==> src/rtl/phe_pkg.sv <==
// ----------------------------------------------------------------------------
// phe_pkg
// Shared types, widths and codes for the position histogram with extrema.
// ----------------------------------------------------------------------------
package phe_pkg;

	// field widths
	localparam int POS_W     = 32;
	localparam int BW_W      = 31;
	localparam int BIU_W     = 7;
	localparam int BIN_W     = 6;
	localparam int AMT_W     = 32;
	localparam int OCNT_W    = 32;
	localparam int MODE_W    = 2;
	localparam int LIM_W     = BIN_W + 1;
	localparam int CFG_IDX_W = 2;
	localparam int CFG_W     = 32;

	// quotient bits kept by the divider; the top bit flags q >= 2**(QUO_W-1)
	localparam int QUO_W = BIU_W + 1;
	localparam int DSR_W = BW_W + QUO_W - 1;

	// parameter defaults
	localparam int NUM_BINS_DEF    = 64;
	localparam int COUNT_WIDTH_DEF = 32;

	// register reset values
	localparam logic signed [POS_W-1:0] UPPER_EDGE_RST  = '0;
	localparam logic [BW_W-1:0]         BIN_WIDTH_RST   = BW_W'(1);
	localparam logic [BIU_W-1:0]        BINS_IN_USE_RST = BIU_W'(64);

	localparam logic signed [POS_W-1:0] POS_MAX = {1'b0, {(POS_W-1){1'b1}}};
	localparam logic signed [POS_W-1:0] POS_MIN = {1'b1, {(POS_W-1){1'b0}}};

	// input tdata: position, bin_select, amount
	localparam int IN_POS_LO = 0;
	localparam int IN_SEL_LO = IN_POS_LO + POS_W;
	localparam int IN_AMT_LO = IN_SEL_LO + BIN_W;
	localparam int IN_RAW_W  = IN_AMT_LO + AMT_W;
	localparam int IN_DATA_W = ((IN_RAW_W + 7) / 8) * 8;

	// output tdata: bin_index, bin_count, bin_min, bin_max, bin_emitted
	localparam int OUT_IDX_LO  = 0;
	localparam int OUT_CNT_LO  = OUT_IDX_LO + BIN_W;
	localparam int OUT_MIN_LO  = OUT_CNT_LO + OCNT_W;
	localparam int OUT_MAX_LO  = OUT_MIN_LO + POS_W;
	localparam int OUT_EMIT_LO = OUT_MAX_LO + POS_W;
	localparam int OUT_RAW_W   = OUT_EMIT_LO + 1;
	localparam int OUT_DATA_W  = ((OUT_RAW_W + 7) / 8) * 8;

	// register indexes
	localparam logic [CFG_IDX_W-1:0] CFG_UPPER_EDGE  = CFG_IDX_W'(0);
	localparam logic [CFG_IDX_W-1:0] CFG_BIN_WIDTH   = CFG_IDX_W'(1);
	localparam logic [CFG_IDX_W-1:0] CFG_BINS_IN_USE = CFG_IDX_W'(2);

	typedef enum logic [MODE_W-1:0] {
		MODE_BIN  = 2'd0,
		MODE_LOST = 2'd1,
		MODE_SET  = 2'd2,
		MODE_READ = 2'd3
	} mode_t;

	typedef enum logic [1:0] {
		ST_CLEAR,
		ST_IDLE,
		ST_DIV,
		ST_UPD
	} state_t;

	typedef struct packed {
		logic             done;
		logic [QUO_W-1:0] quotient;
	} div_status_t;

endpackage

==> src/rtl/phe_divider.sv <==
// ----------------------------------------------------------------------------
// phe_divider
// Bin finder: |upper_edge - position| / bin_width, one quotient bit a cycle,
// restoring, keeping only the low quotient bits plus an overflow bit.
// ----------------------------------------------------------------------------
module phe_divider (
	input  logic                              clk,
	input  logic                              arst_n,
	input  logic                              start,
	input  logic signed [phe_pkg::POS_W-1:0]  upper_edge,
	input  logic signed [phe_pkg::POS_W-1:0]  position,
	input  logic [phe_pkg::BW_W-1:0]          bin_width,
	output phe_pkg::div_status_t              status
);
	import phe_pkg::*;

	localparam int STEP_W = $clog2(QUO_W);

	logic                 abs_q;
	logic                 busy_q;
	logic                 done_q;
	logic [STEP_W-1:0]    step_q;
	logic [POS_W:0]       diff_q;
	logic [POS_W-1:0]     rem_q;
	logic [DSR_W-1:0]     dsr_q;
	logic [QUO_W-1:0]     quo_q;

	logic [POS_W:0]       neg;
	logic [POS_W-1:0]     mag;
	logic [DSR_W:0]       trial;
	logic                 fits;

	assign neg   = (POS_W+1)'(0) - diff_q;
	assign mag   = diff_q[POS_W] ? neg[POS_W-1:0] : diff_q[POS_W-1:0];
	assign trial = {{(DSR_W-POS_W+1){1'b0}}, rem_q} - {1'b0, dsr_q};
	assign fits  = !trial[DSR_W];

	always_ff @(posedge clk or negedge arst_n) begin
		if (!arst_n) begin
			abs_q  <= 1'b0;
			busy_q <= 1'b0;
			done_q <= 1'b0;
			step_q <= '0;
		end else begin
			done_q <= 1'b0;
			if (start) begin
				abs_q  <= 1'b1;
				busy_q <= 1'b0;
			end else if (abs_q) begin
				abs_q  <= 1'b0;
				busy_q <= 1'b1;
				step_q <= STEP_W'(QUO_W - 1);
			end else if (busy_q) begin
				step_q <= step_q - STEP_W'(1);
				if (step_q == '0) begin
					busy_q <= 1'b0;
					done_q <= 1'b1;
				end
			end
		end
	end

	// zero bin width lets every trial pass, so the overflow bit comes out set
	always_ff @(posedge clk) begin
		if (start) begin
			diff_q <= {upper_edge[POS_W-1], upper_edge} - {position[POS_W-1], position};
		end else if (abs_q) begin
			rem_q <= mag;
			dsr_q <= {bin_width, {(QUO_W-1){1'b0}}};
			quo_q <= '0;
		end else if (busy_q) begin
			quo_q <= {quo_q[QUO_W-2:0], fits};
			dsr_q <= dsr_q >> 1;
			if (fits) begin
				rem_q <= trial[POS_W-1:0];
			end
		end
	end

	assign status.done     = done_q;
	assign status.quotient = quo_q;

endmodule

==> config.mk <==
export PLATFORM = sky130hd
export DESIGN_NAME = phe_divider
export DESIGN_NICKNAME = d
export VERILOG_FILES = /design/src/rtl/phe_pkg.sv /design/src/rtl/phe_divider.sv
export SDC_FILE = /design/constraint.sdc
export NUM_CORES = 1
export LEC_CHECK = 0
export ABC_AREA = 1
export BUFFER_PORTS_ARGS = -buffer_cell sky130_fd_sc_hd__buf_2
export CAP_MARGIN = 20
export CORE_MARGIN = 1
export CORE_UTILIZATION = 39
export CTS_CLUSTER_DIAMETER = 100
export CTS_CLUSTER_SIZE = 12
export DETAILED_ROUTE_END_ITERATION = 7
export MAX_ROUTING_LAYER = met4
export PLACE_DENSITY_LB_ADDON = 0.1
export SYNTH_ARGS = -nofsm -noshare
export SYNTH_HDL_FRONTEND = slang
export SYNTH_SLANG_ARGS = --single-unit
==> constraint.sdc <==
create_clock -name clk -period 3.4 [get_ports clk]
set_input_delay 0.68 -clock clk [delete_from_list [all_inputs] [get_ports clk]]
set_output_delay 0.68 -clock clk [all_outputs]
set_load 0.1 [all_outputs]
Yosys cells after proc, flatten, opt, wreduce, memory -nomap -nowiden
Cells that the tools add are included.
{"block": "classes", "addsub": 4, "n_eq_ne": 1, "mux": 18, "bitwise_logic": 1, "n_reduce_logical": 5}
{"op": "$mux W32", "count": 4}
{"op": "$mux W38", "count": 2}
{"op": "$sub A32 B38 Y39", "count": 1}
{"op": "$sub A32 B32 Y33", "count": 1}
{"op": "$sub A1 B32 Y32 const A", "count": 1}
{"op": "$mux W1", "count": 9}
{"op": "$mux W8", "count": 1}
{"op": "$mux W3", "count": 2}
{"op": "$logic_not A3 Y1", "count": 1}
{"op": "$reduce_and A3 Y1", "count": 1}
{"op": "$sub A3 B1 Y3 const B", "count": 1}
{"op": "$ne A2 B2 Y1 const B", "count": 1}
{"op": "$reduce_and A2 Y1", "count": 1}
{"op": "$reduce_bool A2 Y1", "count": 1}
{"op": "$logic_not A1 Y1", "count": 1}
{"op": "$not A1 Y1", "count": 1}
{"block": "word_totals", "ff_bits": 117, "in_bits": 98, "elab_cells": 38}

Longest topological paths before layout
Gate-level depths: netlist of run 1.
{"block": "depth", "ltp_word": 5, "depth_mapped": 15}

Least setup slack after synthesis of run 1
OpenSTA, ideal clock, no wires.
{"block": "synth_path", "path_kind": "input to register", "from": "input port start", "to": "register rem_q[0] (enable)", "setup_time_ns": 0.389, "t_arrival_ns": 2.764, "required_time_ns": 3.011, "setup_slack_ns": 0.246, "path_stages": 5, "n_path_buf": 0, "path_cell_list": "inv_1 -> nand2_1 -> nand2_1 -> nand2_1 -> nand2_1"}
{"block": "synth_between", "elab_chain_cells": 2}
{"item": "start: declaration", "line": "phe_divider.sv:9", "text": "input logic start,"}
{"item": "$not A1 Y1 (no line)"}
{"item": "$reduce_and A3 Y1 (no line)"}
{"item": "end signal: assignment", "line": "phe_divider.sv:68", "text": "rem_q <= mag;"}
{"item": "end signal: assignment", "line": "phe_divider.sv:75", "text": "rem_q <= trial[POS_W-1:0];"}
{"item": "end: declaration", "line": "phe_divider.sv:24", "text": "logic [POS_W-1:0] rem_q;"}
No other way between the ends.
A chain may end at the register's enable or synchronous reset.

Worst setup path after layout of run 1
{"block": "layout_path", "from": "register rem_q[0]", "to": "register rem_q[8] (data pin)"}
{"block": "layout_between", "elab_chain_cells": 4}
{"item": "$sub A32 B38 Y39", "line": "phe_divider.sv:35", "text": "assign trial = {{(DSR_W-POS_W+1){1'b0}}, rem_q} - {1'b0, dsr_q};"}
{"item": "$mux W32", "line": "phe_divider.sv:74", "text": "if (fits) begin"}
{"item": "$mux W32", "line": "phe_divider.sv:71", "text": "end else if (busy_q) begin"}
{"item": "$mux W32", "line": "phe_divider.sv:67", "text": "end else if (abs_q) begin"}
No other way between the ends. The select of a mux whose other input is x is not followed.

==> results by group, run 1 <==
STA
  • Period utilization: 0.7431
  • Fin crit period: 2527 ps
  • Clock Skews: 6.434 ps
  • Relative slew slack: 0.4770
  • Max-slew violations: 0
  • Setup TNS: 0 ps
  • Slew @ Worst Pin: 783.3 ps
  • Fin. Hold Viols: 0
  • RSZ-0062 raised after global routing: no
  • FMAX: 395.8 MHz
  • Setup violators final: 0

Worst setup path
  • Worst EP arrival: 2650 ps
  • Worst setup path startpoint: rem_q[0]
  • Largest fanout on the critical path: 5
  • CP Capture Type: flop
  • Crit start category: flop
  • Worst r2r src: rem_q[0]
  • CP required: 3530 ps
  • WS Path Type: flop to flop

Clock network
  • Clock root cell: clkbuf_16
  • Clk buf depth: 2
  • CTS tree: built
  • Hold-fix buffer count after cts: 0
  • Post-CTS sizing: 0
  • CTS H-tree depth: 4
  • Sink Count: 117
  • Clk slew on worst S/H paths: 60 ps
  • Setup Fix Bufs, Post-CTS: 0
  • Worst skew pair latency: 420 ps
  • Cts bufs inserted: 17

Drt
  • DR top layer: met4
  • Via density: 4.783
  • Wl on met1: 12670 um
  • Residual DRC: 0
  • Iter 0 DRT Violations: 492
  • Wire per inst: 13.69 um
  • Routed length on met2: 12010 um
  • Vias: 9165
  • Wire length on met3: 1028 um
  • Post-route ant nets: 0
  • Final wirelength: 26230 um
  • Detailed Routing Iterations Pass 1: 5

Outcome
  • Status: finished, final reports clean

Global routing
  • Total Routing Usage GR: 0.2145
  • Vias in the first global route: 8808
  • Initial antenna violation count: 0
  • GR Overflow Total: 0
  • First-pass GRT wire length: 42590 um
  • Largest net degree at the start of global routing: 58

Place
  • IO Port Bufs: 106
  • Routability Congestion: 0.9313
  • Post-DP HPWL: 21030 um
  • Post-DP Area: 10800 um^2

Synthesis
  • Distinct cell type count after synthesis: 39
  • Post-synthesis register bit count: 117
  • Cell Area, Synth: 9910 um^2
  • Synthesized area per cell: 6.746 um^2
  • Post-synth top flop: edfxtp_1
  • EDFF count, synth: 111
  • Yosys warning count: 0
  • Syn_nets: 1636
  • Ys async rst share: 0.05128
  • Register area share after synthesis: 0.3515
  • Synth Instances: 1469

Job
  • MaxCap Viol Count: 0

Die
  • Num ports: 107
  • Die Footprint: 26050 um^2
  • Starting density of the core: 0.4027
  • Die height: 161.4 um
  • FP Rows: 57
  • Core footprint: 24600 um^2
  • Die extent in x: 161.4 um

Cells and area
  • Ratio of cells with drive above 1 in the final layout: 0.1124
  • Number of inserted diodes: 0
  • NumNets Final: 1746
  • Area Overhead vs Synth: 14.62%
  • Design Area, Final: 11360 um^2

Power
  • Sw frac: 0.3549
  • Combinational power share: 0.310
  • Lkg Pwr: 5.840 nW
  • Flop pwr share: 0.361
  • Net Sw Power: 1.863 mW
  • Int Power: 3.387 mW
  • Clock Power Share: 0.329
  • PD cells: 462.2 nW/um^2
  • VDD IR-drop max: 316.6 uV

Worst hold path
  • HP Class: primary input to async pin
==> placed cells by master, fill, tap and decap left out, drive strengths merged <==
cell,count
a31oi,1
and2,4
clkinv,4
or2,3
nand2,490
o21bai,4
o21a,1
o211ai,3
nor3,17
nand3b,4
o32ai,1
a21oi,85
o21ai,101
nand4,10
nor4,6
buf,111
clkinvlp,4
inv,264
a21o,4
clkbuf,23
nand3,98
nor2,147
ha,67
edfxtp,111
fa,2
dfrtp,6
and3,1
bufinv,1
xor2,18
xnor2,1
==> path summary, 6_finish.rpt <==
kind | cells past startpoint | end | slack [ps]
setup / recovery | 10 | rem_q[8] | 870
hold / removal | 1 | busy_q | 70
setup reg to reg | 10 | rem_q[8] | 870
hold reg to reg | 2 | step_q[2] | 480
max in group asynchronous | 1 | abs_q | 3160
min in group clk | 2 | step_q[2] | 480
==> registers in the layout (all words and copies together), names as in the netlist <==
name / cells
step_q: 3
dsr_q: 38
diff_q: 33
busy_q: 1
done_q: 1
abs_q: 1
quo_q: 8
rem_q: 32
==> Yosys cell counts, types with 3 or more instances <==
cell type	n	area, um^2
a21o_1	4	30.03
ha_1	67	838.3
nand2_1	477	1790
nor2_2	4	25.02
nand2_2	13	81.33
nand4_1	10	62.56
buf_2	8	40.04
nor2_4	3	33.78
nor4_1	6	37.54
nand3_2	5	50.05
buf_1	6	22.52
o21bai_1	4	30.03
edfxtp_1	111	3333
inv_1	259	972.2
nand3b_1	4	30.03
inv_2	5	18.77
xor2_1	18	157.7
nand3_1	93	465.5
clkbuf_1	5	18.77
nor3_1	14	70.07
nor2_1	140	525.5
o21ai_0	93	465.5
a21oi_1	85	425.4
dfrtp_1	6	150.1
o21ai_1	7	35.03
and2_1	4	25.02
nor3_2	3	30.03
==> metrics by stage <==
stage	setup slack, ps	std cells	total power, mW	util	hold WS [ps]
after detailed placement	793.6	1884	3.548	0.4390	477.9
final	873.4	1916	5.250	0.4616	73.18
after CTS	875.2	1916	5.276	0.4616	63.48
after floorplan	246.4	1469	3.090	-	384.4
after global routing	708.8	1916	5.582	0.4616	82.56
after global placement	825.8	1884	3.534	0.4390	467.9
==> power by group through the flow <==
stage	clock [mW]	combinational [mW]	sequential, mW
3_5_place_dp	0	1.62	1.92
3_3_place_gp	0	1.61	1.92
4_1_cts	1.75	1.63	1.90
6_report	1.73	1.63	1.89
5_1_grt	1.80	1.86	1.91
2_1_floorplan	0	1.15	1.94
==> cell families (layout without fill, tap and decap cells) <==
logic type	Yosys count	in the layout	synth area share
AOI/OAI and AO/OA	200	200	0.1059
and+or+nand+nor	780	780	0.3282
adders and majority gates	69	69	0.08864
DFF	117	117	0.3515
buffers and inverters	284	407	0.1090
xor gates and xnor gates	19	19	0.01679
==> critical path, cell delays in order, from the launching register on <==
cell,delay (ps)
edfxtp_1,370
inv_1,70
ha_1,130
inv_1,80
fa_1,440
nand3_1,100
nand3_1,200
nand2_1,160
nand3_1,130
o21ai_0,330
o21ai_0,230
==> cell type report <==
type / instances / area (um^2)
clock inverter: 9 / 80.08
fill: 2635 / 13250
timing repair buffer: 111 / 568.0
clock buffer: 23 / 478.0
multi-input combinational: 1068 / 5349
tap: 324 / 405.4
sequential: 117 / 3487
inverter: 264 / 991.0
==> per-layer routing <==
metal,vias to the layer above,track usage
met5,-,-
met4,0,0.07204
met3,29,0.02440
met2,211,0.3519
met1,3999,0.2746
li1,4926,-
Note: power is estimated with default switching activity, not from simulation.
==> run 2: changes to the inputs <==
clock period = 2.6 ns   (was 3.4 ns; I/O delays follow)
==> run 2 against run 1 <==
Combinational power up 32%. Die area unchanged. Clock power up 38%. Flip-flop and latch count unchanged. First-iteration DRC count up 16%. Hold slack better by 290 ps. Global-route usage down 0.084 points. Via count down 0.36%. Non-clock buffer count up 5. Highest routed layer unchanged.
==> results by group, run 2 (synthesis gave the netlist of run 1 again) <==
Cells and area
  • Most flop-heavy register: dsr_q
  • Finished Layout Cells: 1921 (+0.26%)
  • Max FFs per register: 38 (unchanged)
  • Top flop regs: dsr_q x38, diff_q x33, rem_q x32
  • Area Overhead vs Synth: 15.90%
  • Number of inserted diodes: 0 (unchanged)
  • Commonest non-fill, non-tap cell in the layout: nand2_1
  • Ratio of cells with drive above 1 in the final layout: 0.1140 (+0.001526)
  • NumNets Final: 1751 (+0.29%)
  • Commonest cells after routing, fill and taps aside: nand2_1, inv_1, nor2_1, edfxtp_1, buf_2

Drt
  • Wire per inst: 13.42 um (-2.0%)
  • Iter 0 DRT Violations: 569 (+16%)
  • Post-route ant nets: 0 (unchanged)
  • Via density: 4.754 (-0.62%)
  • Final wirelength: 25780 um (-1.7%)
  • Detailed Routing Iterations Pass 1: 5 (unchanged)
  • Vias: 9132 (-0.36%)
  • Residual DRC: 0 (unchanged)

STA
  • Max-slew violations: 0 (unchanged)
  • Clock Skews: 9.577 ps (+3.143 ps)
  • Period utilization: 0.8991 (+0.1560)
  • Fin crit period: 2338 ps (-188.8 ps)
  • Setup violators final: 0 (unchanged)
  • RSZ-0062 raised after global routing: no
  • Setup TNS: 0 ps (unchanged)
  • Relative slew slack: 0.5877 (+0.1107)
  • Fin. Hold Viols: 0 (unchanged)
  • Setup ws final: 262.3 ps (-611.2 ps)
  • Slew @ Worst Pin: 617.5 ps (-165.8 ps)
  • Hold_ws: 367.0 ps (+293.8 ps)
  • FMAX: 427.8 MHz (+8.1%)

Job
  • MaxCap Viol Count: 0 (unchanged)

Die
  • Num ports: 107 (unchanged)
  • Die height: 161.4 um (unchanged)
  • Die Footprint: 26050 um^2 (unchanged)
  • Core footprint: 24600 um^2 (unchanged)
  • FP Rows: 57 (unchanged)
  • Die extent in x: 161.4 um (unchanged)
  • Starting density of the core: 0.4027 (unchanged)

Worst setup path
  • Slowest CP cell: ha_1
  • Reg-to-Reg End: rem_q[27]
  • CP required: 2700 ps (-830 ps)
  • Cell chain of the critical path: inv_1 > ha_1 > nand2_1 > nor2_1 > and2_1 > nand3_1 > nand3_2 > nand2_1 > nand2_1 > nand2_1 > nand2_1 > buf_12
  • Slowest cell delay on critical path: 380 ps (-60 ps)
  • Worst r2r src: dsr_q[8]
  • Worst EP arrival: 2440 ps (-210 ps)
  • R2R Setup Slk: 260 ps (-610 ps)
  • FF-to-FF path depth: 12 (+2)
  • Largest fanout on the critical path: 32 (+27)
  • Most used cell, CP: nand2_1
  • Crit start category: flop
  • WS Path Type: flop to flop
  • CP Capture Type: flop

Worst hold path
  • Hold EP: dsr_q[37]
  • HP Class: primary input to flop
  • Min-Delay Path Depth: 3
  • Hold_sp: bin_width[30]

Global routing
  • Initial antenna violation count: 0 (unchanged)
  • GR Overflow Total: 0 (unchanged)
  • Largest net degree at the start of global routing: 58 (unchanged)
  • First-pass GRT wire length: 42570 um (about the same)
  • Vias in the first global route: 8774 (-0.39%)
  • Total Routing Usage GR: 0.2136 (-0.0008444)

Place
  • Dpl cells: 1888 (+0.21%)
  • Routability Congestion: 0.9490 (+1.9%)
  • Post-DP HPWL: 20970 um (-0.31%)
  • IO Port Bufs: 106 (unchanged)
  • Pre-CTS setup slack: 149.6 ps (-644.0 ps)

Clock network
  • Post-CTS sizing: 0 (unchanged)
  • Clock root cell: clkbuf_16
  • CTS H-tree depth: 4 (unchanged)
  • Sink Count: 117 (unchanged)
  • Setup Fix Bufs, Post-CTS: 0 (unchanged)
  • Clk buf depth: 2 (unchanged)
  • CTS tree: built
  • Hold-fix buffer count after cts: 1 (+1)
  • Cts bufs inserted: 17 (unchanged)
  • Clk slew on worst S/H paths: 50 ps (about the same)
  • Worst skew pair latency: 410 ps (about the same)

Power
  • Combinational power share: 0.307 (-0.003)
  • Net Sw Power: 2.379 mW (+28%)
  • VDD IR-drop max: 407.9 uV (+29%)
  • Clock Power Share: 0.340 (+0.011)
  • PD cells: 609.1 nW/um^2 (+32%)
  • Int Power: 4.616 mW (+36%)
  • Flop pwr share: 0.352 (-0.009)
  • Lkg Pwr: 5.903 nW (+1.1%)
  • Sw frac: 0.3401 (-0.01483)
  • Overall power: 6.995 mW (+33%)

Outcome
  • Status: finished, final reports clean
[run 2: changes by cell type in the layout (fill, tap and decap cells not counted), moves of 2 or more]
cell and delta:
clkinvlp_4 -2, clkinv_2 -4, buf_12 +2, clkbuf_16 +4, buf_4 +2
[run 2: worst max path at each step]
stage	startpoint	endpoint	slack, ps	depth (start not counted)
after floorplan	rem_q[0]	rem_q[0]	40	12
after global placement	upper_edge[0]	diff_q[22]	180	14
after CTS	dsr_q[8]	rem_q[9]	280	12
after detailed placement	upper_edge[0]	diff_q[22]	150	14
after global routing	rem_q[0]	rem_q[24]	100	12
final	dsr_q[8]	rem_q[27]	260	12
[run 2: per-stage QoR]
step / utilization / cell area (um^2)
global placement: 0.4412 / 10860
floorplan: - / 9912
detailed placement: 0.4412 / 10860
finish: 0.4668 / 11480
global route: 0.4668 / 11480
CTS: 0.4668 / 11480
[run 2: area by class of cell]
type,count,area [um^2]
Fill cell,2578,13120
Multi-Input combinational cell,1068,5349
Sequential cell,117,3487
Inverter,264,991.0
Timing Repair Buffer,116,633.1
Clock buffer,29,595.6
Tap cell,324,405.4
Clock inverter,3,23.77
[run 2: power groups by stage]
stage / Clock [mW] / Sequential, mW / Combinational [mW]
3_5_place_dp: 0 / 2.50 / 2.14
3_3_place_gp: 0 / 2.50 / 2.13
2_1_floorplan: 0 / 2.54 / 1.50
4_1_cts: 2.42 / 2.47 / 2.15
5_1_grt: 2.50 / 2.49 / 2.46
6_report: 2.38 / 2.47 / 2.15
[run 2: per-layer routing]
| layer | routed length [um] | up-vias | track usage |
|---|---|---|---|
| met4 | 716 | 0 | 0.08062 |
| met5 | 0 | - | - |
| met3 | 1260 | 32 | 0.02696 |
| li1 | - | 4946 | - |
| met2 | 11600 | 234 | 0.3376 |
| met1 | 12210 | 3920 | 0.2791 |
[run 2: critical path, delay by kind of cell (launching register included)]
kind	cells	cell delay (ps)
buffers and inverters	2	270
AND/OR/NAND/NOR	9	1000
adder cells (fa/ha/maj)	1	380
flip-flops	1	330
==> run 3: changes to the inputs <==
BUFFER_PORTS_ARGS = -buffer_cell sky130_fd_sc_hd__buf_4   (was -buffer_cell sky130_fd_sc_hd__buf_2)
==> run 3 against run 2 <==
Setup slack improved by 7.6 ps. Sequential power is essentially flat. Combinational power increased by 2%. Design area up 2.1%. Flip-flop and latch count unchanged. Fmax is 0.33% higher. Global-route usage decreased by 0.18 points. Sequential share of layout area fell by 0.63 points. Wire length increased by 0.78%. Via count grew 0.69%. Largest cell class unchanged. Largest power group unchanged. Highest routed layer unchanged.
==> results by group, run 3 (synthesis gave the netlist of run 1 again) <==
Outcome
  • Status: finished, final reports clean

Global routing
  • GR Overflow Total: 0 (unchanged)
  • Vias in the first global route: 8765 (-0.10%)
  • Largest net degree at the start of global routing: 61 (+5.2%)
  • Total Routing Usage GR: 0.2118 (-0.001807)
  • First-pass GRT wire length: 42210 um (-0.86%)
  • Initial antenna violation count: 0 (unchanged)

Clock network
  • Clock root cell: clkbuf_16
  • Post-CTS sizing: 0 (unchanged)
  • Clk slew on worst S/H paths: 60 ps (about the same)
  • Clk buf depth: 2 (unchanged)
  • CTS H-tree depth: 4 (unchanged)
  • Sink Count: 117 (unchanged)
  • Setup Fix Bufs, Post-CTS: 0 (unchanged)
  • CTS tree: built
  • Worst skew pair latency: 430 ps (+20 ps)
  • Hold-fix buffer count after cts: 1 (unchanged)
  • Cts bufs inserted: 17 (unchanged)

Cells and area
  • Ratio of cells with drive above 1 in the final layout: 0.1159 (+0.001951)
  • Area Overhead vs Synth: 18.28%
  • Top flop regs: dsr_q x38, diff_q x33, rem_q x32
  • Number of inserted diodes: 0 (unchanged)
  • Commonest cells after routing, fill and taps aside: nand2_1, inv_1, nor2_1, buf_4, edfxtp_1
  • Most flop-heavy register: dsr_q
  • NumNets Final: 1750 (-0.057%)
  • Max FFs per register: 38 (unchanged)
  • Post-layout util: 0.4764 (+0.009611)
  • Finished Layout Cells: 1920 (-0.052%)
  • Commonest non-fill, non-tap cell in the layout: nand2_1
  • Number of fill cells in the layout: 2548 (-1.2%)

Die
  • Die extent in x: 161.4 um (unchanged)
  • FP Rows: 57 (unchanged)
  • Num ports: 107 (unchanged)
  • Die Footprint: 26050 um^2 (unchanged)
  • Die height: 161.4 um (unchanged)
  • Starting density of the core: 0.4027 (unchanged)
  • Core footprint: 24600 um^2 (unchanged)

Power
  • Overall power: 6.999 mW (about the same)
  • PD cells: 597.2 nW/um^2 (-2.0%)
  • VDD IR-drop max: 433.7 uV (+6.3%)
  • Lkg Pwr: 5.983 nW (+1.4%)

STA
  • FMAX: 429.2 MHz (+0.33%)
  • Period utilization: 0.8962 (-0.002936)
  • Slew @ Worst Pin: 760.7 ps (+143.2 ps)
  • Clock Skews: 9.202 ps (-0.3750 ps)
  • Setup violators final: 0 (unchanged)
  • Setup TNS: 0 ps (unchanged)
  • Max-slew violations: 0 (unchanged)
  • Fin. Hold Viols: 0 (unchanged)
  • Relative slew slack: 0.4921 (-0.09563)
  • RSZ-0062 raised after global routing: no
  • Fin crit period: 2330 ps (-7.633 ps)
  • Setup ws final: 269.9 ps (+7.633 ps)

Worst setup path
  • R2R Setup Slk: 270 ps (about the same)
  • CP required: 2720 ps (+20 ps)
  • CP Capture Type: flop
  • Crit start category: flop
  • Worst EP arrival: 2450 ps (about the same)
  • Largest fanout on the critical path: 32 (unchanged)
  • WS Path Type: flop to flop

Job
  • MaxCap Viol Count: 0 (unchanged)

Drt
  • Via density: 4.789 (+0.74%)
  • Wire per inst: 13.53 um (+0.83%)
  • Final wirelength: 25980 um (+0.78%)
  • Residual DRC: 0 (unchanged)
  • Vias: 9195 (+0.69%)
  • Iter 0 DRT Violations: 513 (-9.8%)
  • Detailed Routing Iterations Pass 1: 5 (unchanged)
  • Post-route ant nets: 0 (unchanged)

Worst hold path
  • HP Class: primary input to flop

Place
  • Dpl cells: 1887 (-0.053%)
  • Routability Congestion: 0.9520 (+0.32%)
  • Pre-CTS setup slack: 154.4 ps (+4.761 ps)
  • Post-DP HPWL: 21180 um (+1.0%)
  • IO Port Bufs: 106 (unchanged)
[run 3: cell count changes in the layout (fill, tap and decap cells not counted)]
cell | previous run | this run
clkbuf_1 | 4 | 0
clkinv_4 | 1 | 4
buf_4 | 7 | 112
clkinv_2 | 0 | 2
clkbuf_16 | 21 | 20
dfrtp_2 | 0 | 1
clkbuf_8 | 4 | 1
inv_6 | 0 | 3
dfrtp_4 | 1 | 0
buf_2 | 106 | 0
[run 3: power breakdown]
| group | internal (mW) | leakage (nW) | switching (mW) |
|---|---|---|---|
| registers | 2.36 | 1.14 | 0.109 |
| clock network | 1.42 | 0.292 | 0.918 |
| logic | 0.749 | 4.55 | 1.44 |
[run 3: stage by stage]
stage / area [um^2] / hold slack (ps)
after global routing: 11720 / 369.6
after CTS: 11720 / 342.3
after detailed placement: 11110 / 333.5
after floorplan: 9912 / 224.4
after global placement: 11110 / 333.0
final: 11720 / 353.5
[run 3: critical path, cell delays in order (launching register included)]
cell,delay (ps)
edfxtp_1,360
ha_1,400
nand2_1,130
nor2_1,190
and2_1,180
nand3_1,100
nand3_2,110
nand2_1,80
nand2_1,80
nand2_1,40
nand2_1,100
buf_12,230
[run 3: routing by layer]
layer  global-route usage  up-vias  wire length [um]
li1                     -     4942                 -
met1               0.2669     4004             12330
met2               0.3421      203             11920
met3              0.02619       46              1002
met4              0.09091        0               720
met5                    -        -                 0
[run 3: final cells by class]
type	instances	area, um^2	area share
Clock buffer	21	514.2	0.04387
Sequential cell	117	3485	0.2973
Multi-Input combinational cell	1068	5349	0.4563
Timing Repair Buffer	115	890.9	0.07600
Tap cell	324	405.4	0.03459
Clock inverter	11	86.33	0.007366
Inverter	264	991.0	0.08454
[run 3: final timing paths]
check	cells past startpoint	start	end
hold reg to reg	2	step_q[2]	step_q[2]
setup / recovery	11	rem_q[8]	rem_q[10]
max in group asynchronous	2	arst_n	abs_q
setup reg to reg	11	rem_q[8]	rem_q[10]
hold / removal	3	bin_width[30]	dsr_q[37]
min in group asynchronous	2	arst_n	done_q
